--- config.mk ---
export PLATFORM = sky130hd
export DESIGN_NAME = ipv4_dotted_address_parser
export DESIGN_NICKNAME = d
export VERILOG_FILES = /design/src/rtl/core/ipda_pkg.sv /design/src/rtl/core/ipda_front.sv /design/src/rtl/core/ipda_queue.sv /design/src/rtl/core/ipda_back.sv /design/src/rtl/core/ipda_pack.sv /design/src/rtl/core/ipv4_dotted_address_parser.sv
export SDC_FILE = /design/constraint.sdc
export NUM_CORES = 1
export LEC_CHECK = 0
export ABC_AREA = 0
export BUFFER_PORTS_ARGS = -buffer_cell sky130_fd_sc_hd__buf_2
export CAP_MARGIN = 10
export CELL_PAD_IN_SITES_DETAIL_PLACEMENT = 1
export CELL_PAD_IN_SITES_GLOBAL_PLACEMENT = 2
export CORE_UTILIZATION = 24
export CTS_CLUSTER_DIAMETER = 60
export DETAILED_ROUTE_END_ITERATION = 12
export PLACE_DENSITY = 0.6
export SLEW_MARGIN = 25
export SYNTH_ARGS = -nofsm -noshare
export SYNTH_HDL_FRONTEND = slang
export SYNTH_SLANG_ARGS = --single-unit
--- constraint.sdc ---
create_clock -name clk -period 6.15 [get_ports clk]
set_input_delay 1.845 -clock clk [delete_from_list [all_inputs] [get_ports clk]]
set_output_delay 1.845 -clock clk [all_outputs]
set_load 0.005 [all_outputs]
--- src/rtl/core/ipda_pkg.sv ---
// shared types, constants and helpers for the ipv4 dotted address parser
package ipda_pkg;

  localparam int unsigned ADDR_W  = 32;
  localparam int unsigned NPARTS  = 3;
  localparam int unsigned QDEPTH  = 2;
  localparam int unsigned QPTR_W  = (QDEPTH > 1) ? $clog2(QDEPTH) : 1;
  localparam int unsigned QCNT_W  = $clog2(QDEPTH + 1);

  localparam logic [7:0] CH_NUL   = 8'h00;
  localparam logic [7:0] CH_SPACE = 8'h20;
  localparam logic [7:0] CH_TAB   = 8'h09;
  localparam logic [7:0] CH_CR    = 8'h0d;
  localparam logic [7:0] CH_ZERO  = 8'h30;
  localparam logic [7:0] CH_NINE  = 8'h39;
  localparam logic [7:0] CH_DOT   = 8'h2e;
  localparam logic [7:0] CH_UP_A  = 8'h41;
  localparam logic [7:0] CH_UP_F  = 8'h46;
  localparam logic [7:0] CH_UP_X  = 8'h58;
  localparam logic [7:0] CH_LO_A  = 8'h61;
  localparam logic [7:0] CH_LO_Z  = 8'h7a;
  localparam logic [7:0] CASE_OFS = 8'h20;

  localparam logic [ADDR_W-1:0] LIMIT_TWO   = 32'h00ff_ffff;
  localparam logic [ADDR_W-1:0] LIMIT_THREE = 32'h0000_ffff;
  localparam logic [ADDR_W-1:0] LIMIT_FOUR  = 32'h0000_00ff;

  typedef enum logic [2:0] {
    CLS_DIGIT,
    CLS_HEXL,
    CLS_X,
    CLS_DOT,
    CLS_END,
    CLS_OTHER
  } cls_t;

  typedef enum logic [1:0] {
    RADIX_DEC,
    RADIX_OCT,
    RADIX_HEX
  } radix_t;

  typedef enum logic [1:0] {
    PH_FIRST,
    PH_LEAD0,
    PH_DIGITS,
    PH_DONE
  } phase_t;

  // one classified character
  typedef struct packed {
    cls_t       cls;
    logic [3:0] val;
    logic       last;
  } qent_t;

  // parser state handed to the packing stage at the end of a string
  typedef struct packed {
    logic [ADDR_W-1:0]             accum;
    logic [NPARTS-1:0][ADDR_W-1:0] parts;
    logic [1:0]                    count;
    phase_t                        phase;
    logic                          err;
  } fin_t;

  typedef struct packed {
    logic              rej;
    logic [ADDR_W-1:0] value;
  } pack_res_t;

  // range check of the last part and packing of the earlier ones
  // earlier parts are shifted into place whole, so their high bits spill upwards
  function automatic pack_res_t ipda_finish(input logic [ADDR_W-1:0] v,
                                            input logic [NPARTS-1:0][ADDR_W-1:0] p,
                                            input logic [1:0] cnt);
    pack_res_t r;
    r.rej   = 1'b0;
    r.value = v;
    unique case (cnt)
      2'd0: r.value = v;
      2'd1: begin
        r.rej   = (v > LIMIT_TWO);
        r.value = v | {p[0][7:0], 24'h0};
      end
      2'd2: begin
        r.rej   = (v > LIMIT_THREE);
        r.value = v | {p[0][7:0], 24'h0} | {p[1][15:0], 16'h0};
      end
      default: begin
        r.rej   = (v > LIMIT_FOUR);
        r.value = v | {p[0][7:0], 24'h0} | {p[1][15:0], 16'h0}
                    | {p[2][23:0], 8'h0};
      end
    endcase
    return r;
  endfunction

endpackage

--- src/rtl/core/ipda_front.sv ---
// character classifier feeding the item queue
module ipda_front import ipda_pkg::*; (
  input  logic       in_valid,
  output logic       in_ready,
  input  logic [7:0] in_ch,
  input  logic       in_is_last,
  output logic       push,
  output qent_t      push_ent,
  input  logic       q_ready
);

  logic [7:0] up;
  logic       blank;

  always_comb begin
    up    = (in_ch >= CH_LO_A && in_ch <= CH_LO_Z) ? in_ch - CASE_OFS : in_ch;
    blank = (in_ch == CH_SPACE) || (in_ch >= CH_TAB && in_ch <= CH_CR);
    push_ent.last = in_is_last;
    push_ent.val  = in_ch[3:0];
    priority if (in_ch >= CH_ZERO && in_ch <= CH_NINE) begin
      push_ent.cls = CLS_DIGIT;
    end else if (up >= CH_UP_A && up <= CH_UP_F) begin
      push_ent.cls = CLS_HEXL;
      push_ent.val = up[3:0] + 4'd9;
    end else if (up == CH_UP_X) begin
      push_ent.cls = CLS_X;
    end else if (in_ch == CH_DOT) begin
      push_ent.cls = CLS_DOT;
    end else if (in_ch == CH_NUL || blank) begin
      push_ent.cls = CLS_END;
    end else begin
      push_ent.cls = CLS_OTHER;
    end
  end

  assign in_ready = q_ready;
  assign push     = in_valid;

endmodule

--- src/rtl/core/ipda_queue.sv ---
// short queue of classified items between front and back
module ipda_queue import ipda_pkg::*; (
  input  logic  clk,
  input  logic  rst_n,
  input  logic  push,
  input  qent_t push_ent,
  output logic  q_ready,
  output logic  q_valid,
  output qent_t q_ent,
  input  logic  pop
);

  qent_t             mem_r [QDEPTH];
  logic [QPTR_W-1:0] wr_r, wr_nxt, rd_r, rd_nxt;
  logic [QCNT_W-1:0] cnt_r, cnt_nxt;
  logic              do_push, do_pop;

  assign q_ready = (cnt_r != QCNT_W'(QDEPTH));
  assign q_valid = (cnt_r != '0);
  assign q_ent   = mem_r[rd_r];
  assign do_push = push && q_ready;
  assign do_pop  = pop && q_valid;

  always_comb begin
    wr_nxt  = wr_r;
    rd_nxt  = rd_r;
    cnt_nxt = cnt_r;
    if (do_push) begin
      wr_nxt = (wr_r == QPTR_W'(QDEPTH - 1)) ? '0 : wr_r + 1'b1;
    end
    if (do_pop) begin
      rd_nxt = (rd_r == QPTR_W'(QDEPTH - 1)) ? '0 : rd_r + 1'b1;
    end
    if (do_push && !do_pop) begin
      cnt_nxt = cnt_r + 1'b1;
    end else if (do_pop && !do_push) begin
      cnt_nxt = cnt_r - 1'b1;
    end
  end

  always_ff @(posedge clk) begin
    if (!rst_n) begin
      wr_r  <= '0;
      rd_r  <= '0;
      cnt_r <= '0;
    end else begin
      wr_r  <= wr_nxt;
      rd_r  <= rd_nxt;
      cnt_r <= cnt_nxt;
    end
  end

  always_ff @(posedge clk) begin
    if (do_push) begin
      mem_r[wr_r] <= push_ent;
    end
  end

endmodule

--- src/rtl/core/ipda_back.sv ---
// parser state machine: one classified item per cycle unless the packing stage stalls
module ipda_back import ipda_pkg::*; (
  input  logic  clk,
  input  logic  rst_n,
  input  logic  q_valid,
  input  qent_t q_ent,
  output logic  pop,
  output logic  fin_valid,
  output fin_t  fin,
  input  logic  fin_ready
);

  logic [ADDR_W-1:0]             accum_r, accum_nxt;
  logic [NPARTS-1:0][ADDR_W-1:0] parts_r, parts_nxt;
  logic [1:0]                    count_r, count_nxt;
  radix_t                        radix_r, radix_nxt;
  phase_t                        phase_r, phase_nxt;
  logic                          err_r, err_nxt;
  logic                          fin_valid_r, fin_valid_nxt;
  fin_t                          fin_r, fin_nxt;

  radix_t     eff_radix;
  logic       run_digits;
  pack_res_t  pr;

  assign pop       = q_valid && (!q_ent.last || !fin_valid_r || fin_ready);
  assign fin_valid = fin_valid_r;
  assign fin       = fin_r;

  always_comb begin
    accum_nxt = accum_r;
    parts_nxt = parts_r;
    count_nxt = count_r;
    radix_nxt = radix_r;
    phase_nxt = phase_r;
    err_nxt   = err_r;
    // a leading zero not followed by x switches the part to octal
    eff_radix  = (phase_r == PH_LEAD0) ? RADIX_OCT : radix_r;
    run_digits = (phase_r == PH_DIGITS) || (phase_r == PH_LEAD0 && q_ent.cls != CLS_X);
    pr         = ipda_finish(accum_r, parts_r, count_r);

    unique case (phase_r)
      PH_FIRST: begin
        if (q_ent.cls != CLS_DIGIT) begin
          err_nxt   = 1'b1;
          phase_nxt = PH_DONE;
        end else if (q_ent.val == 4'd0) begin
          accum_nxt = '0;
          phase_nxt = PH_LEAD0;
        end else begin
          radix_nxt = RADIX_DEC;
          accum_nxt = {{(ADDR_W-4){1'b0}}, q_ent.val};
          phase_nxt = PH_DIGITS;
        end
      end
      PH_LEAD0: begin
        phase_nxt = PH_DIGITS;
        radix_nxt = (q_ent.cls == CLS_X) ? RADIX_HEX : RADIX_OCT;
      end
      PH_DIGITS: ;
      PH_DONE: ;
      default: ;
    endcase

    if (run_digits) begin
      priority if (q_ent.cls == CLS_DIGIT) begin
        unique case (eff_radix)
          RADIX_HEX: accum_nxt = {accum_r[ADDR_W-5:0], 4'h0}
                                 + {{(ADDR_W-4){1'b0}}, q_ent.val};
          RADIX_OCT: accum_nxt = {accum_r[ADDR_W-4:0], 3'h0}
                                 + {{(ADDR_W-4){1'b0}}, q_ent.val};
          default:   accum_nxt = {accum_r[ADDR_W-4:0], 3'h0}
                                 + {accum_r[ADDR_W-2:0], 1'b0}
                                 + {{(ADDR_W-4){1'b0}}, q_ent.val};
        endcase
      end else if (q_ent.cls == CLS_HEXL && eff_radix == RADIX_HEX) begin
        accum_nxt = {accum_r[ADDR_W-5:0], q_ent.val};
      end else if (q_ent.cls == CLS_DOT) begin
        if (count_r == 2'd3) begin
          err_nxt   = 1'b1;
          phase_nxt = PH_DONE;
        end else begin
          parts_nxt[count_r] = accum_r;
          count_nxt          = count_r + 2'd1;
          accum_nxt          = '0;
          radix_nxt          = RADIX_DEC;
          phase_nxt          = PH_FIRST;
        end
      end else if (q_ent.cls == CLS_END) begin
        phase_nxt = PH_DONE;
        if (pr.rej) begin
          err_nxt = 1'b1;
        end else begin
          accum_nxt = pr.value;
        end
      end else begin
        err_nxt   = 1'b1;
        phase_nxt = PH_DONE;
      end
    end

    fin_nxt.accum = accum_nxt;
    fin_nxt.parts = parts_nxt;
    fin_nxt.count = count_nxt;
    fin_nxt.phase = phase_nxt;
    fin_nxt.err   = err_nxt;

    fin_valid_nxt = fin_valid_r && !fin_ready;
    if (pop && q_ent.last) begin
      fin_valid_nxt = 1'b1;
      // string handed on, start the next one from clean state
      accum_nxt = '0;
      parts_nxt = '0;
      count_nxt = '0;
      radix_nxt = RADIX_DEC;
      phase_nxt = PH_FIRST;
      err_nxt   = 1'b0;
    end
  end

  always_ff @(posedge clk) begin
    if (!rst_n) begin
      accum_r     <= '0;
      parts_r     <= '0;
      count_r     <= '0;
      radix_r     <= RADIX_DEC;
      phase_r     <= PH_FIRST;
      err_r       <= 1'b0;
      fin_valid_r <= 1'b0;
    end else begin
      fin_valid_r <= fin_valid_nxt;
      if (pop) begin
        accum_r <= accum_nxt;
        parts_r <= parts_nxt;
        count_r <= count_nxt;
        radix_r <= radix_nxt;
        phase_r <= phase_nxt;
        err_r   <= err_nxt;
      end
    end
  end

  always_ff @(posedge clk) begin
    if (pop && q_ent.last) begin
      fin_r <= fin_nxt;
    end
  end

  a_clean_after_last: assert property (@(posedge clk) disable iff (!rst_n)
    pop && q_ent.last |=> phase_r == PH_FIRST && count_r == 2'd0 && !err_r && fin_valid_r)
    else $error("parser state not cleared after end of string");

  a_err_done: assert property (@(posedge clk) disable iff (!rst_n)
    err_r |-> phase_r == PH_DONE)
    else $error("rejection without done phase");

  a_fin_hold: assert property (@(posedge clk) disable iff (!rst_n)
    fin_valid_r && !fin_ready |=> fin_valid_r && $stable(fin_r))
    else $error("finished string lost while packing stage stalled");

endmodule

--- src/rtl/core/ipda_pack.sv ---
// end-of-string finish, byte swap and output register
module ipda_pack import ipda_pkg::*; (
  input  logic              clk,
  input  logic              rst_n,
  input  logic              fin_valid,
  input  fin_t              fin,
  output logic              fin_ready,
  output logic              out_valid,
  input  logic              out_ready,
  output logic [ADDR_W-1:0] out_address,
  output logic              out_ok
);

  logic              out_valid_r, out_valid_nxt;
  logic [ADDR_W-1:0] addr_r, addr_nxt;
  logic              ok_r, ok_nxt;
  logic [ADDR_W-1:0] val;
  pack_res_t         pr;

  assign fin_ready   = !out_valid_r || out_ready;
  assign out_valid   = out_valid_r;
  assign out_address = addr_r;
  assign out_ok      = ok_r;

  always_comb begin
    pr  = ipda_finish(fin.accum, fin.parts, fin.count);
    val = fin.accum;
    // the implied nul after the last item
    unique case (fin.phase)
      PH_FIRST: ok_nxt = 1'b0;
      PH_LEAD0,
      PH_DIGITS: begin
        ok_nxt = !fin.err && !pr.rej;
        val    = pr.value;
      end
      default: ok_nxt = !fin.err;
    endcase
    addr_nxt      = ok_nxt ? {val[7:0], val[15:8], val[23:16], val[31:24]} : '0;
    out_valid_nxt = (out_valid_r && !out_ready) || fin_valid;
  end

  always_ff @(posedge clk) begin
    if (!rst_n) begin
      out_valid_r <= 1'b0;
    end else begin
      out_valid_r <= out_valid_nxt;
    end
  end

  always_ff @(posedge clk) begin
    if (fin_valid && fin_ready) begin
      addr_r <= addr_nxt;
      ok_r   <= ok_nxt;
    end
  end

endmodule

--- src/rtl/core/ipv4_dotted_address_parser.sv ---
// top level of the ipv4 dotted address parser
//
//  channel  direction  payload               handshake
//  in       input      in_ch, in_is_last     in_valid / in_ready
//  out      output     out_address, out_ok   out_valid / out_ready
//
// one character item per cycle sustained while the output is not stalled; after the
// last character is accepted its result passes the queue, parser and output registers
// synchronous active-low reset empties the queue and clears parser state
// a stalled output holds one result and the parser one more; the string after
// that keeps parsing until its last item waits and the two-entry queue fills
module ipv4_dotted_address_parser import ipda_pkg::*; (
  input  logic        clk,
  input  logic        rst_n,
  input  logic        in_valid,
  output logic        in_ready,
  input  logic [7:0]  in_ch,
  input  logic        in_is_last,
  output logic        out_valid,
  input  logic        out_ready,
  output logic [31:0] out_address,
  output logic        out_ok
);

  logic  push, q_ready, q_valid, pop, fin_valid, fin_ready;
  qent_t push_ent, q_ent;
  fin_t  fin;

  ipda_front u_front (
    .in_valid   (in_valid),
    .in_ready   (in_ready),
    .in_ch      (in_ch),
    .in_is_last (in_is_last),
    .push       (push),
    .push_ent   (push_ent),
    .q_ready    (q_ready)
  );

  ipda_queue u_queue (
    .clk      (clk),
    .rst_n    (rst_n),
    .push     (push),
    .push_ent (push_ent),
    .q_ready  (q_ready),
    .q_valid  (q_valid),
    .q_ent    (q_ent),
    .pop      (pop)
  );

  ipda_back u_back (
    .clk       (clk),
    .rst_n     (rst_n),
    .q_valid   (q_valid),
    .q_ent     (q_ent),
    .pop       (pop),
    .fin_valid (fin_valid),
    .fin       (fin),
    .fin_ready (fin_ready)
  );

  ipda_pack u_pack (
    .clk         (clk),
    .rst_n       (rst_n),
    .fin_valid   (fin_valid),
    .fin         (fin),
    .fin_ready   (fin_ready),
    .out_valid   (out_valid),
    .out_ready   (out_ready),
    .out_address (out_address),
    .out_ok      (out_ok)
  );

endmodule

Yosys cells after proc, flatten, opt, wreduce, memory -nomap -nowiden
Memories as Yosys holds them, arrays and structs flattened. A register that Yosys moved wholly into a read port is not among the register bits.
Index checks and enable logic that the tools add are counted.
W data, S select, Z words.
{"block": "op_classes", "addsub": 11, "magnitude_cmp": 16, "n_eq_ne": 20, "muxes": 80, "bitwise": 6, "reduce_logical": 44}
{"cell": "$mux W96", "n": 6}
{"cell": "$mux W32", "n": 12}
{"cell": "$or A32 B32 Y32", "n": 6}
{"cell": "$pmux W32 S3", "n": 2}
{"cell": "$add A32 B4 Y32", "n": 3}
{"cell": "$bwmux W96", "n": 1}
{"cell": "$demux W32 S2", "n": 1}
{"cell": "$gt A32 B16 Y1 const B", "n": 2}
{"cell": "$gt A32 B24 Y1 const B", "n": 2}
{"cell": "$gt A32 B8 Y1 const B", "n": 2}
{"cell": "$pmux W32 S2", "n": 1}
{"cell": "$mux W2", "n": 26}
{"cell": "$add A32 B32 Y32", "n": 1}
{"cell": "$mux W1", "n": 18}
{"cell": "$logic_and A1 B1 Y1", "n": 17}
{"cell": "$eq A8 B6 Y1 const B", "n": 2}
{"cell": "$ge A8 B7 Y1 const B", "n": 2}
{"cell": "$le A8 B7 Y1 const B", "n": 2}
{"cell": "$eq A2 B2 Y1 const B", "n": 6}
{"cell": "$mux W3", "n": 4}
{"cell": "$mux W4", "n": 3}
{"cell": "$eq A2 B1 Y1 const B", "n": 5}
{"cell": "$logic_not A1 Y1", "n": 9}
{"cell": "$eq A8 B7 Y1 const B", "n": 1}
{"cell": "other kinds (28)", "n": 43}
{"block": "word_totals", "register_bits": 259, "mem_bits_rw": 16, "in_bits": 13, "output_inout_bits": 35, "word_cells": 200, "mem_count": 1}
{"memory": "u_queue.mem_r", "words": 2, "width": 8, "rd": 1, "rd_clocked_by_memory_dff": 1, "wr": 1, "line": "ipda_queue.sv:13", "rtl": "qent_t mem_r [QDEPTH];"}

Logic depth before layout (Yosys ltp)
Gate-level depths: netlist (run 1).
{"block": "depth", "ltp_word": 11, "ltp_mapped": 16, "mapped_depth_nobuf": 14}

Modules after synthesis
From an unflattened synthesis (run 1), not the netlist that was laid out.
{"block": "hier_totals", "hier_cells": 1794, "hier_area_um2": 18049.8}
{"module": "ipda_back", "n_inst": 1, "cells_each": 1528, "area_per_inst_um2": 14949.3, "seq_area_each_um2": 6716.4}
{"module": "ipda_pack", "n_inst": 1, "cells_each": 165, "area_per_inst_um2": 1884.3, "seq_area_each_um2": 1011.0}
{"module": "ipda_queue", "n_inst": 1, "cells_each": 50, "area_per_inst_um2": 809.5, "seq_area_each_um2": 580.6}
{"module": "ipda_front", "n_inst": 1, "cells_each": 51, "area_per_inst_um2": 406.6, "seq_area_each_um2": 0.0}

Worst setup path before layout (run 1)
No wires, ideal clock.
{"block": "synth_path", "path_kind": "in2reg", "start": "input out_ready", "end": "register u_back.fin_r, in the netlist u_back.fin[0], enable pin", "setup_time_ns": 0.531, "arrival_ns": 5.663, "required_time_ns": 5.619, "slack_ns": -0.044, "stages": 4, "path_cell_list": "nor2b_1 -> nand2_1 -> o21ai_0 -> nor2_1"}
{"block": "synth_via", "elab_chain_cells": 4}
{"element": "from (decl)", "line": "ipv4_dotted_address_parser.sv:20", "rtl": "input logic out_ready,"}
{"element": "$logic_or A1 B1 Y1", "line": "ipda_pack.sv:20", "rtl": "assign fin_ready = !out_valid_r || out_ready;"}
{"element": "$logic_or A1 B1 Y1", "line": "ipda_back.sv:26", "rtl": "assign pop = q_valid && (!q_ent.last || !fin_valid_r || fin_ready);"}
{"element": "$logic_and A1 B1 Y1", "line": "ipda_back.sv:26"}
{"element": "$logic_and A1 B1 Y1", "line": "ipda_back.sv:144", "rtl": "if (pop && q_ent.last) begin"}
{"element": "to (signal assigned)", "line": "ipda_back.sv:145", "rtl": "fin_r <= fin_nxt;"}
{"element": "to (decl)", "line": "ipda_back.sv:20", "rtl": "fin_t fin_r, fin_nxt;"}
Every way passes these cells.
A chain may end at the register's enable or synchronous reset.

==> results of run 1 <==
## through the flow
stage	hold slack (ns)	utilization, %	std cells	total power [mW]
finish	0.518	28.2	2273	5.42
global route	0.552	28.2	2272	5.67
CTS	0.520	28.2	2272	5.48
detailed placement	0.506	26.4	2220	3.73
global placement	0.496	26.4	2220	3.71
floorplan	0.470	-	1484	3.06
## kinds of logic (layout without fill, tap and decap cells)
logic type | Yosys count | count (layout) | share of synthesized area [%]
mux | 42 | 42 | 3.35
flops | 228 | 228 | 42.5
fa+ha+maj | 73 | 73 | 6.68
compound gates | 491 | 491 | 23.9
simple gates | 459 | 459 | 16.6
other cells | 0 | 1 | 0
xor+xnor | 46 | 46 | 2.90
buf+inv | 145 | 177 | 4.13
## critical path, stage by stage, from the launching register on
cell       delay, ns
dfxtp_1         0.72
mux2i_1         0.44
fa_1            0.53
fa_1            0.48
nor2b_1         0.20
o2111ai_1       0.17
a21oi_1         0.26
o211ai_1        0.26
o21ai_0         0.44
a21boi_0        0.29
a211o_1         0.33
nor3_2          0.19
a22o_1          0.14
## metal layers
layer / track usage, % / up-vias / wire length (microns)
li1: - / 5609 / -
met5: 0 / - / 0
met1: 24.9 / 6054 / 25200
met4: 5.16 / 0 / 1450
met2: 30.2 / 265 / 25600
met3: 1.61 / 70 / 2030
## area by class of cell
type                       count  area [sq um]  area share (%)
multi-input combinational   1111          7460            46.6
clock inverter                10           116           0.727
inverter                      29           109           0.680
tap                          756           946            5.91
antenna                        1          2.50          0.0156
sequential                   228          5910            36.9
clock buffer                  42           866            5.41
timing repair buffer          96           603            3.77
## report_power, final
part	switching (mW)	internal [mW]	total, mW
clock network	0.680	1.06	1.74
logic	1.12	0.443	1.56
registers	0.187	1.94	2.12
## flip-flops by register name (all words and copies together), names as in the netlist, named ones only
signal	cells
u_queue.wr_r	1
u_queue.rd_r	1
u_pack.out_valid	1
u_back.radix_r	2
u_back.accum_r	32
u_back.fin_valid	1
u_back.phase_r	2
u_back.parts_r	48
u_queue.cnt_r	2
u_pack.out_address	32
u_back.err_r	1
u_back.fin	85
u_back.count_r	2
u_queue.mem_r	16
u_pack.out_ok	1
## cells in the mapped netlist (5+ instances only)
cell        n  area (sq um)
a211o_1     5          43.8
a211oi_1   41           308
a21o_1     24           180
a21oi_1   122           611
a221o_1     5          50.1
a221oi_1   16           140
a22o_1     24           210
a22oi_1    62           465
a31oi_1    21           131
a32oi_1     5          43.8
and2_1     20           125
and3_1     13          81.3
buf_1       9          33.8
buf_2      12          60.1
clkbuf_1   93           349
dfxtp_1    94          1880
edfxtp_1  134          4020
ha_1       71           888
inv_1      29           109
mux2_2     36           405
mux2i_1     6          60.1
nand2_1   111           417
nand2b_1    8          50.1
nand3_1    26           130
nand4_1    15          93.8
nor2_1    123           462
nor2b_1    67           419
nor3_1     19          95.1
nor4_1     18           113
o211ai_1    7          52.6
o21a_1     10          75.1
o21ai_0    87           435
o22ai_1     6          37.5
o31ai_1     6          45.0
o32ai_1     5          43.8
or2_2       5          31.3
xnor2_1    21           184
xor2_1     25           219
## how the worst max path moves through the flow
stage	slack [ns]	start	end
2_1_floorplan	1.38	out_ready	u_back.fin[0]
3_3_place_gp	1.77	flip-flop	u_back.accum_r[28]
3_5_place_dp	1.57	flip-flop	u_back.accum_r[28]
4_1_cts	1.55	flip-flop	u_back.accum_r[28]
5_1_grt	1.20	flip-flop	u_back.accum_r[28]
6_report	1.64	flip-flop	u_back.accum_r[28]
## layout by cell type, fill, tap and decap left out, types with 6 or more instances in the layout
cell type / n
clkbuf_16: 30
nor2b_1: 66
mux2_2: 36
xor2_1: 25
o211ai_1: 7
and3_1: 13
a21o_1: 24
buf_4: 49
nor3_1: 19
mux2i_1: 6
nand3_1: 26
buf_2: 47
and2_1: 20
inv_1: 29
o21ai_0: 86
a21oi_1: 122
a22oi_1: 62
nand2b_1: 8
clkbuf_8: 7
nand4_1: 15
ha_1: 71
a22o_1: 24
o21a_1: 10
a221oi_1: 16
nand2_1: 110
edfxtp_1: 134
xnor2_1: 21
a31oi_1: 21
dfxtp_1: 94
a211oi_1: 41
nor4_1: 17
o31ai_1: 6
nor2_1: 121
==> results.md, run 1 <==
Floorplanning:
- Once the floorplan was initialized, standard cells occupied roughly 24% of the core.
- The die span in y is around 240 microns.
- From left edge to right edge, the die measures 243 microns.
- The number of rows in the core area is 87.
- The core region is approximately 57,000 sq um.
- During I/O placement, the number of pins put on the boundary was 48.
- The die covers 58,900 sq um.

Detailed routing:
- The post-detailed-routing wire length is approximately 54,000 microns.
- The number of design rule violations left after detail routing is 0.
- Dividing the detail-routed wire length by the instance count gives about 24 microns.
- The number of violations reported at the end of detailed-routing iteration 0 is 843.
- In the routed layout, each cell is associated on average with a via count of between 5 and 6.
- The total number of vias is between 10,000 and 15,000.
- The count of nets left with antenna violations once routing finished came out at 0.
- The first detailed-routing pass took 7 iterations.

Clocking:
- The root buffer cell is clkbuf_16.
- After clock tree synthesis, the repair step resized 0 gates.
- The largest buffer count on any clock path is 3.
- The clock transition at the registers of the reported paths is ~0.06 ns.
- The TritonCTS clock tree is done.
- In this run the number of H-tree levels came out at 1.
- The clock drives 228 sinks.
- Clock latency on the worst-skew pair, taken at its later pin, is between 0.5 and 0.6 ns.
- The post-cts hold buffer count is 0.
- The number of setup buffers added after CTS is 0.
- The number of clock buffers inserted by TritonCTS is 28.

STA:
- After layout, the worst path uses roughly three quarters of the clock period.
- The relative slew slack is 32.5%.
- Setup slack on the critical path of the routed design comes to roughly 1.6 ns.
- Adding up every negative setup slack in the final design gives 0 ns.
- For the pin with the worst max-slew slack, the measured transition is roughly 1.0 ns.
- The number of endpoints with negative hold slack in the final report was 0.
- The final max-slew violation count was 0.
- Setup repair after global routing left no endpoint under its margin.
- Static timing analysis puts the maximum clock frequency at roughly 220 MHz.
- The number of failing setup endpoints in the final timing report is 0.
- The clock period minus final worst setup slack is 4.51 ns.
- Across the routed clock network, the largest skew measured is around 0.013 ns.

Placed design:
- The count of buffers added on input and output ports is 47.
- Prior to clock tree synthesis, the placed netlist has a worst setup slack of 1.57 ns.
- After legalization and detailed placement, the total HPWL measured approximately 40,000 microns.
- After detailed placement, the total cell area comes to roughly 15,000 sq um.
- The final weighted congestion of routability-driven global placement is roughly 0.80.

Cells and area:
- Of the cells placed in the final design, the portion with a size suffix greater than 1 is between 10% and 20%.
- At the end of the flow, the number of nets in the layout was between 1,500 and 2,000.
- Relative to the synthesized area, the layout overhead comes to 15.1%.
- The layout filler cell count is 6,529.
- The finished cells cover approximately 16,000 sq um.

Global route:
- The initial antenna violation count is 3.
- The number of global-route vias before repair is around 12,000.
- For this run the aggregate overflow at the end of global routing stands at 0.
- Entering global routing, the biggest net connects 38 pins.
- The first-pass GRT wire length is approximately 81,000 microns.
- Global routing consumed, over all layers together, around 18% of the routing resources.

Min path:
- The path class of the tightest hold or removal check is flip-flop to flip-flop.
- The endpoint of the worst hold-timing path is u_back.radix_r[0].
- The startpoint identified for the worst hold timing path is u_back.radix_r[0].
- The worst hold path was traced through 2 stages.

Pwr:
- The leakage dissipation is ~6.0 nW.
- The power density over cell area is 339 nW/um^2.
- VDD sags by at most approximately 0.00023 V.

Worst setup path:
- STA classifies the critical path startpoint as a flip-flop.
- The capturing point of the worst reg2reg path is u_back.accum_r[28].
- The data required time at the worst endpoint is around 6.7 ns.
- Counting cells, the worst reg-to-reg path comes to 12.
- The minimum setup slack among reg-to-reg paths is around 1.6 ns.
- The largest fanout on the critical path is 18.
- The worst setup path is of the flip-flop to flip-flop kind.
- At the worst endpoint, the arrival time is ~5 ns.
- The kind of capture point of the worst setup path is a flip-flop.

Synth:
- The portion of the post-synthesis area used by sequential elements is 42.5%.
- The number of flip-flops and latches in the synthesized netlist is between 200 and 250.
- In the synthesized netlist the async set-or-reset flop fraction comes to 0%.
- The count of synthesis-stage warnings from yosys is 0.
- The post-synthesis net count is 1,570.
- The number of enable flip-flop cells after synthesis is around 130.
- The mean instance size in the synthesized netlist is 9.37 sq um.
- In this run, distinct cell masters in the synthesized netlist total 74.
- The most used flip-flop cell after synthesis is edfxtp_1.
- The combined area of all synthesized cells is between 10,000 and 15,000 sq um.
- In the synthesized netlist, the number of instances is 1,484.

Outcome:
- The run finished with clean final reports.

Run:
- Across the run, the number of max-cap violations was 0.
Note: power is estimated with default switching activity, not from simulation.
==> run 2: changes to the inputs <==
Clock period 6.15 ns to 3.8 ns, I/O delays scaled along.
==> run 2 against run 1 <==
  * Routed wire length grew 2.4%
  * Power rose by 65%
  * Final area increased by 2.0%
  * Critical path depth up 2
  * First-iteration DRC count shrank 6.2%
  * Utilization grew 0.58 points
  * Clock skew grew 0.0074 ns
  * Global-route usage rose by 0.44 points
  * Sequential share of layout area is 0.73 points lower
  * Highest routed layer is now met5
  * Setup slack worse by 1.4 ns
  * Worst hold slack worse by 0.0025 ns
==> results.md, run 2 (synthesized netlist as in run 1, its figures left out) <==
Outcome:
- The flow ran to the end, and the final reports show no timing, DRC or antenna violations.

Pwr:
- The post-layout total power is 8.93 mW (+65%).
- The internal power of the cells is 5.61 mW (+63%).
- The power share of the clock group was 31.0% (-1.1 points).
- The worst IR drop on VDD is 0.000325 V (+41%).
- The switching share of power came to 37.2% (+0.53 points).
- The leakage dissipation is 6.16 nW (+3.2%).
- The power density over cell area is 547 nW/um^2 (+61%).
- The net load switching power came to 3.32 mW (+67%).
- The relative contribution of combinational cells to total power is 31.1% (+2.3 points).
- The sequential group share of total power is 37.9% (-1.2 points).

Floorplanning:
- The top-level I/O count came to 48 (unchanged).
- The floorplan die area was 58,900 sq um (unchanged).
- The number of rows in the core area was 87 (unchanged).
- The starting utilization of the core area is 24.5% (unchanged).
- The x dimension of the die is 243 microns (unchanged).
- The core outline area is 56,800 sq um (unchanged).
- The die span in y is 243 microns (unchanged).

Min path:
- The cell depth of the worst min-delay path came to 2 (unchanged).
- The worst hold path terminates at u_back.radix_r[0].
- The min-delay analysis places its worst path in the category flip-flop to flip-flop.
- In this run the most critical hold path is launched from u_back.radix_r[0].

Worst setup path:
- The endpoint identified for the worst register-to-register timing path is u_back.accum_r[27].
- The worst setup path is launched from a flip-flop.
- The minimum setup slack among reg-to-reg paths is 0.23 ns (-1.41 ns).
- Traced cell by cell, the critical path runs through mux2i_1 > fa_1 > inv_1 > ha_1 > a21o_1 > nand4_1 > a21oi_1 > o211ai_1 > a21oi_1 > o41ai_1 > buf_4 > xor2_1 > a21oi_2 > a22o_1.
- By instance count, the cell type seen most on the critical path is a21oi_1.
- The data arrival at the endpoint of the critical path is 4.04 ns (-0.97 ns).
- The kind of cell with the highest combined delay along the critical path is compound AO/OA/AOI/OAI gates.
- Among all stages on the critical path, the largest delay is contributed by fa_1.
- The largest fanout on the critical path came to 4 (-14).
- The data required time at the worst endpoint was 4.27 ns (-2.38 ns).
- The highest cell delay on the worst timing path is 0.51 ns (-0.21 ns).
- The kind of capture point of the worst setup path is a flip-flop.
- The buffer and inverter count on the worst path is 2 (+2).
- The critical path start-end classification is flip-flop to flip-flop.
- The number of cells on the worst reg-to-reg path is 14 (+2).

STA:
- The final max-slew violation count is 0 (unchanged).
- The worst-case setup margin in the final layout came to 0.229 ns (-1.41 ns).
- The sum of negative setup slack is 0 ns (unchanged).
- The highest achievable clock rate came to 280 MHz (+26%).
- The number of failing setup endpoints in the final timing report was 0 (unchanged).
- The relative slew slack was 31.7% (-0.76 points).
- The number of endpoints with negative hold slack in the final report was 0 (unchanged).
- The clock period minus final worst setup slack is 3.57 ns (-0.939 ns).
- The share of the clock period used by the worst path is 94.0% (+21 points).
- Setup repair after global routing left no endpoint under its margin.
- The setup skew after layout is 0.0208 ns (+0.00742 ns).
- The transition time of the tightest slew-check pin is 1.02 ns (+0.0114 ns).

Detailed routing:
- The per-cell via count in the routed design was 5.29 (+0.24%).
- The number of violations reported at the end of detailed-routing iteration 0 was 791 (-6.2%).
- The detailed-routing iteration count for the pre-antenna-repair pass is 5 (-2).
- The post-detailed-route wirelength per cell is 24.0 microns (+0.75%).
- The number of design rule violations left after detail routing is 0 (unchanged).
- The post-detailed-routing wire length came to 55,600 microns (+2.4%).
- The number of nets with antenna violations after routing is 0 (unchanged).
- The total number of vias is 12,200 (+1.9%).

Placed design:
- The total placed cells including tap cells is 2,259 (+1.8%).
- The number of port buffers is 47 (unchanged).
- The worst slack at placement is -0.113 ns (-1.69 ns).
- The HPWL after detailed placement is 41,300 microns (+3.5%).
- The final weighted congestion of routability-driven global placement is 0.851 (+6.5%).

Clocking:
- The largest buffer count on any clock path is 3 (unchanged).
- The clock latency on the worst-skew pair is 0.58 ns (+0.02 ns).
- The deepest level of the CTS H-tree was 1 (unchanged).
- The number of clock buffers inserted by TritonCTS came to 28 (unchanged).
- The number of clock sinks seen by CTS came to 228 (unchanged).
- The number of setup buffers added after CTS is 0 (unchanged).
- The tree is rooted in a clkbuf_16.
- TritonCTS built the clock tree.
- The clock transition at the registers of the reported paths is 0.06 ns (about the same).

Global route:
- The remaining global-route overflow is 0 (unchanged).
- The initial antenna violation count is 2 (-1).
- The global-route total usage across every layer is 18.6% (+0.44 points).
- The first-pass GRT wire length is 83,100 microns (+2.5%).
- The maximum number of pins on one net before global-route repair is 77 (+100%).
- The number of global-route vias before repair is 12,800 (+5.1%).

Cells and area:
- The number of flip-flops in the largest register is 85 (unchanged).
- The area used by sequential logic in the layout was 5910 sq um (about the same).
- From synthesis to final layout, the design area changed by 17.5%.
- The number of cells in the finished layout apart from fillers came to 2,311 (+1.7%).
- The area of the multi-input gates came to 7490 sq um (+0.42%).
- The net total in the final layout came to 1,619 (+2.5%).
- The number of antenna repair diodes came to 0 (-1).
- The layout filler cell count came to 6,557 (+0.43%).
- The final standard cell utilization of the core is 28.7% (+0.58 points).
- The share of cells above drive strength 1 is 16.2% (+2.6 points).
- The most frequent standard cell in the layout excluding fill and tap cells is edfxtp_1.
- In the layout the commonest cells are 134 x edfxtp_1, 121 x nor2_1, 120 x a21oi_1.

Run:
- The max-capacitance violation count was 0 (unchanged).
-- run 2: layer usage --
layer | vias up | part of all wire, % | GRT usage (%)
met4 | 2 | 3.7 | 6.57
met5 | - | 0.025 | 0
met1 | 6180 | 45 | 24.0
met3 | 100 | 4.1 | 2.82
li1 | 5677 | - | -
met2 | 269 | 47 | 31.3
-- run 2: stage by stage --
| stage | hold WS, ns | cell area (sq um) |
|---|---|---|
| after CTS | 0.519 | 16300 |
| after detailed placement | 0.506 | 15300 |
| after global placement | 0.496 | 15300 |
| final | 0.515 | 16300 |
| after floorplan | 0.470 | 13900 |
| after global routing | 0.549 | 16300 |
-- run 2: power groups by stage --
| stage | logic, mW | registers, mW | clock network, mW |
|---|---|---|---|
| 2_1_floorplan | 1.64 | 3.30 | 0 |
| 3_3_place_gp | 2.74 | 3.44 | 0 |
| 3_5_place_dp | 2.77 | 3.45 | 0 |
| 4_1_cts | 2.79 | 3.40 | 2.82 |
| 5_1_grt | 3.00 | 3.42 | 2.92 |
| 6_report | 2.78 | 3.38 | 2.77 |
-- run 2: layout make-up --
class                      instances  share of cell area, %
clock buffer                      36                   4.72
clock inverter                    16                   1.10
timing repair buffer             135                   5.71
inverter                          29                  0.666
sequential                       228                   36.2
multi-input combinational       1111                   45.8
tap                              756                   5.79
-- run 2: worst max path at each step --
stage                     startpoint            endpoint  slack, ns  cells after the start
after detailed placement   flip-flop  u_back.accum_r[28]      -0.11                     13
final                      flip-flop  u_back.accum_r[27]       0.23                     14
after floorplan            flip-flop  u_back.accum_r[28]       0.05                     14
after CTS                  flip-flop  u_back.accum_r[24]       0.03                     15
after global placement     flip-flop     u_back.fin[121]     -0.003                     15
after global routing       flip-flop  u_back.accum_r[18]       0.02                     15
-- run 2: worst min-delay path: cells and delay by family, from the launching register on --
family             cells  cell delay, ns
and+or+nand+nor        1            0.10
AOI/OAI and AO/OA      1            0.06
DFF                    1            0.32
-- run 2: what timing repair did --
action,4_1_cts,5_1_grt
pin swaps,0,5
hold buffers,0,0
cloned,0,0
setup endpoints to repair,4,17
gates resized for setup,2,11
==> run 3: changes to the inputs <==
Settings changed: BUFFER_PORTS_ARGS -buffer_cell sky130_fd_sc_hd__buf_2 to not set, DONT_BUFFER_PORTS set to 1, PLACE_DENSITY 0.6 to 0.59.
==> run 3 against run 2 <==
  * Die area is the same
  * Routed wire length down 0.38%
  * Global-route usage about the same
  * Sequential share of layout area up 0.38 points
  * Power fell by 0.19%
  * Setup slack gained 0.035 ns
  * Cell count decreased by 1.6%
  * Clock power about the same
==> results.md, run 3 (synthesized netlist as in run 1, its figures left out) <==
Outcome:
- The flow ran to the end, and the final reports show no timing, DRC or antenna violations.

STA:
- The number of endpoints with negative hold slack in the final report is 0 (unchanged).
- Setup repair after global routing left no endpoint under its margin.
- The transition time of the tightest slew-check pin is 0.884 ns (-0.137 ns).
- The share of the clock period used by the worst path was 93.1% (-0.91 points).
- The clock period minus final worst setup slack was 3.54 ns (-0.0348 ns).
- The sum of negative setup slack came to 0 ns (unchanged).
- The highest achievable clock rate is 283 MHz (+0.98%).
- The relative slew slack is 41.1% (+9.4 points).
- The setup skew after layout came to 0.0164 ns (-0.00437 ns).
- The final max-slew violation count is 0 (unchanged).
- The worst-case setup margin in the final layout is 0.263 ns (+0.0348 ns).
- The number of failing setup endpoints in the final timing report is 0 (unchanged).

Clocking:
- The number of clock buffers inserted by TritonCTS came to 30 (+7.1%).
- The clock latency on the worst-skew pair is 0.57 ns (about the same).
- The post-cts hold buffer count is 0 (unchanged).
- The number of clock sinks seen by CTS is 228 (unchanged).
- The TritonCTS clock tree is done.
- The deepest level of the CTS H-tree is 1 (unchanged).
- The root buffer cell is clkbuf_16.
- The largest buffer count on any clock path is 3 (unchanged).
- The clock transition at the registers of the reported paths is 0.06 ns (about the same).

Floorplanning:
- The top-level I/O count is 48 (unchanged).
- The floorplan die area is 58,900 sq um (unchanged).
- The starting utilization of the core area was 24.5% (unchanged).
- The number of rows in the core area is 87 (unchanged).
- The die span in y is 243 microns (unchanged).
- The core outline area came to 56,800 sq um (unchanged).
- The x dimension of the die is 243 microns (unchanged).

Placed design:
- The final weighted congestion of routability-driven global placement is 0.831 (-2.4%).
- The number of port buffers is 0 (-100%).
- The HPWL after detailed placement was 41,300 microns (-0.16%).
- The worst slack at placement was -0.131 ns (-0.0183 ns).

Worst setup path:
- The highest cell delay on the worst timing path is 0.40 ns (-0.11 ns).
- The kind of capture point of the worst setup path is a flip-flop.
- The data required time at the worst endpoint is 4.31 ns (+0.04 ns).
- The worst setup path is of the flip-flop to flip-flop kind.
- The largest fanout on the critical path is 4 (unchanged).
- Walking the worst path, the cells encountered are mux2_2 > ha_1 > ha_1 > inv_1 > fa_1 > nor2b_2 > o2111ai_2 > a21oi_2 > o211ai_1 > o21ai_1 > buf_4 > a311o_1 > xnor2_1 > a211oi_2 > a22o_1.
- STA classifies the critical path startpoint as a flip-flop.
- The buffer and inverter count on the worst path is 2 (unchanged).
- On the critical path the largest part of the delay comes from compound AO/OA/AOI/OAI gates.
- The library cell appearing most often on the critical path is ha_1.
- Among all stages on the critical path, the largest delay is contributed by o211ai_1.
- The data arrival at the endpoint of the critical path came to 4.05 ns (about the same).

Detailed routing:
- The detailed-routing iteration count for the pre-antenna-repair pass is 5 (unchanged).
- The post-detailed-routing wire length is 55,300 microns (-0.38%).
- The post-detailed-route wirelength per cell is 24.3 microns (+1.2%).
- The number of design rule violations left after detail routing was 0 (unchanged).
- The number of violations reported at the end of detailed-routing iteration 0 is 785 (-0.76%).
- The per-cell via count in the routed design was 5.28 (-0.22%).
- The total number of vias is 12,000 (-1.8%).
- The number of nets with antenna violations after routing is 0 (unchanged).

Cells and area:
- The final standard cell utilization of the core is 28.4% (-0.30 points).
- From synthesis to final layout, the design area changed by 16.3%.
- The number of antenna repair diodes is 0 (unchanged).
- The net total in the final layout is 1,581 (-2.3%).
- The most frequent standard cell in the layout excluding fill and tap cells is edfxtp_1.
- In the layout the commonest cells are 134 x edfxtp_1, 121 x a21oi_1, 120 x nor2_1.
- The number of flip-flops in the largest register is 85 (unchanged).
- The share of cells above drive strength 1 is 13.8% (-2.4 points).
- The layout filler cell count was 6,572 (+0.23%).

Min path:
- The tightest min-delay check is of the flip-flop to flip-flop type.

Global route:
- The remaining global-route overflow was 0 (unchanged).
- The first-pass GRT wire length is 83,000 microns (-0.18%).
- The initial antenna violation count is 3 (+1).
- The global-route total usage across every layer is 18.6% (+0.047 points).
- The maximum number of pins on one net before global-route repair is 71 (-7.8%).
- The number of global-route vias before repair is 12,400 (-3.0%).

Pwr:
- The post-layout total power was 8.91 mW (-0.19%).
- The power density over cell area came to 551 nW/um^2 (+0.86%).
- The worst IR drop on VDD is 0.000333 V (+2.7%).
- The leakage dissipation is 6.00 nW (-2.5%).

Run:
- The max-capacitance violation count is 0 (unchanged).
==> run 3: changes by cell type in the layout (fill, tap and decap cells not counted), moves of 2 or more <==
| cell | delta |
|---|---|
| clkbuf_1 | +3 |
| inv_6 | +5 |
| clkinv_2 | -2 |
| buf_4 | +6 |
| buf_2 | -47 |
| clkbuf_16 | +3 |
| clkbuf_8 | -4 |
| clkinv_1 | +2 |
==> run 3: metal layers <==
layer	up-vias	part of all wire [%]	global-route usage, %
met5	-	0.013	0
met2	255	47	30.8
met1	6057	46	25.1
li1	5611	-	-
met4	2	3.6	6.38
met3	81	3.6	2.17
==> run 3: cell type report <==
cell class                 count  area (sq um)  share of cell area, %
multi-input combinational   1111          7480                   46.3
tap                          756           946                   5.85
inverter                      29           109                  0.674
clock inverter                17           158                  0.975
sequential                   228          5910                   36.5
clock buffer                  38           802                   4.96
timing repair buffer          95           763                   4.72
==> run 3: worst reg2reg max path: stages, from the launching register on <==
cell	delay, ns
dfxtp_2	0.37
mux2_2	0.36
ha_1	0.27
ha_1	0.21
inv_1	0.07
fa_1	0.21
nor2b_2	0.07
o2111ai_2	0.21
a21oi_2	0.09
o211ai_1	0.40
o21ai_1	0.15
buf_4	0.17
a311o_1	0.32
xnor2_1	0.14
a211oi_2	0.27
a22o_1	0.15
==> run 3: worst paths after layout <==
check / start / endpoint / slack [ns] / cells after the start
min: u_back.radix_r[0] / u_back.radix_r[0] / 0.52 / 2
max: flip-flop / u_back.accum_r[24] / 0.26 / 15
max reg2reg: flip-flop / u_back.accum_r[24] / 0.26 / 15
min reg2reg: u_back.radix_r[0] / u_back.radix_r[0] / 0.52 / 2
==> run 3: what timing repair did <==
action	in CTS	in global routing
gates cloned	0	0
pin swaps	0	3
setup endpoints to repair	4	20
gates resized for setup	1	9
setup buffers	0	1
==> run 3: through the flow <==
step | cell area, sq um | hold WS (ns) | instances
2_1_floorplan | 13900 | 0.470 | 1484
3_3_place_gp | 15200 | 0.493 | 2218
3_5_place_dp | 15200 | 0.514 | 2218
4_1_cts | 16100 | 0.524 | 2273
5_1_grt | 16200 | 0.541 | 2274
6_report | 16200 | 0.516 | 2274
==> run 3: where the power goes <==
group          internal (mW)  switching (mW)
combinational          0.832            1.87
sequential              3.13           0.272
clock                   1.64            1.16
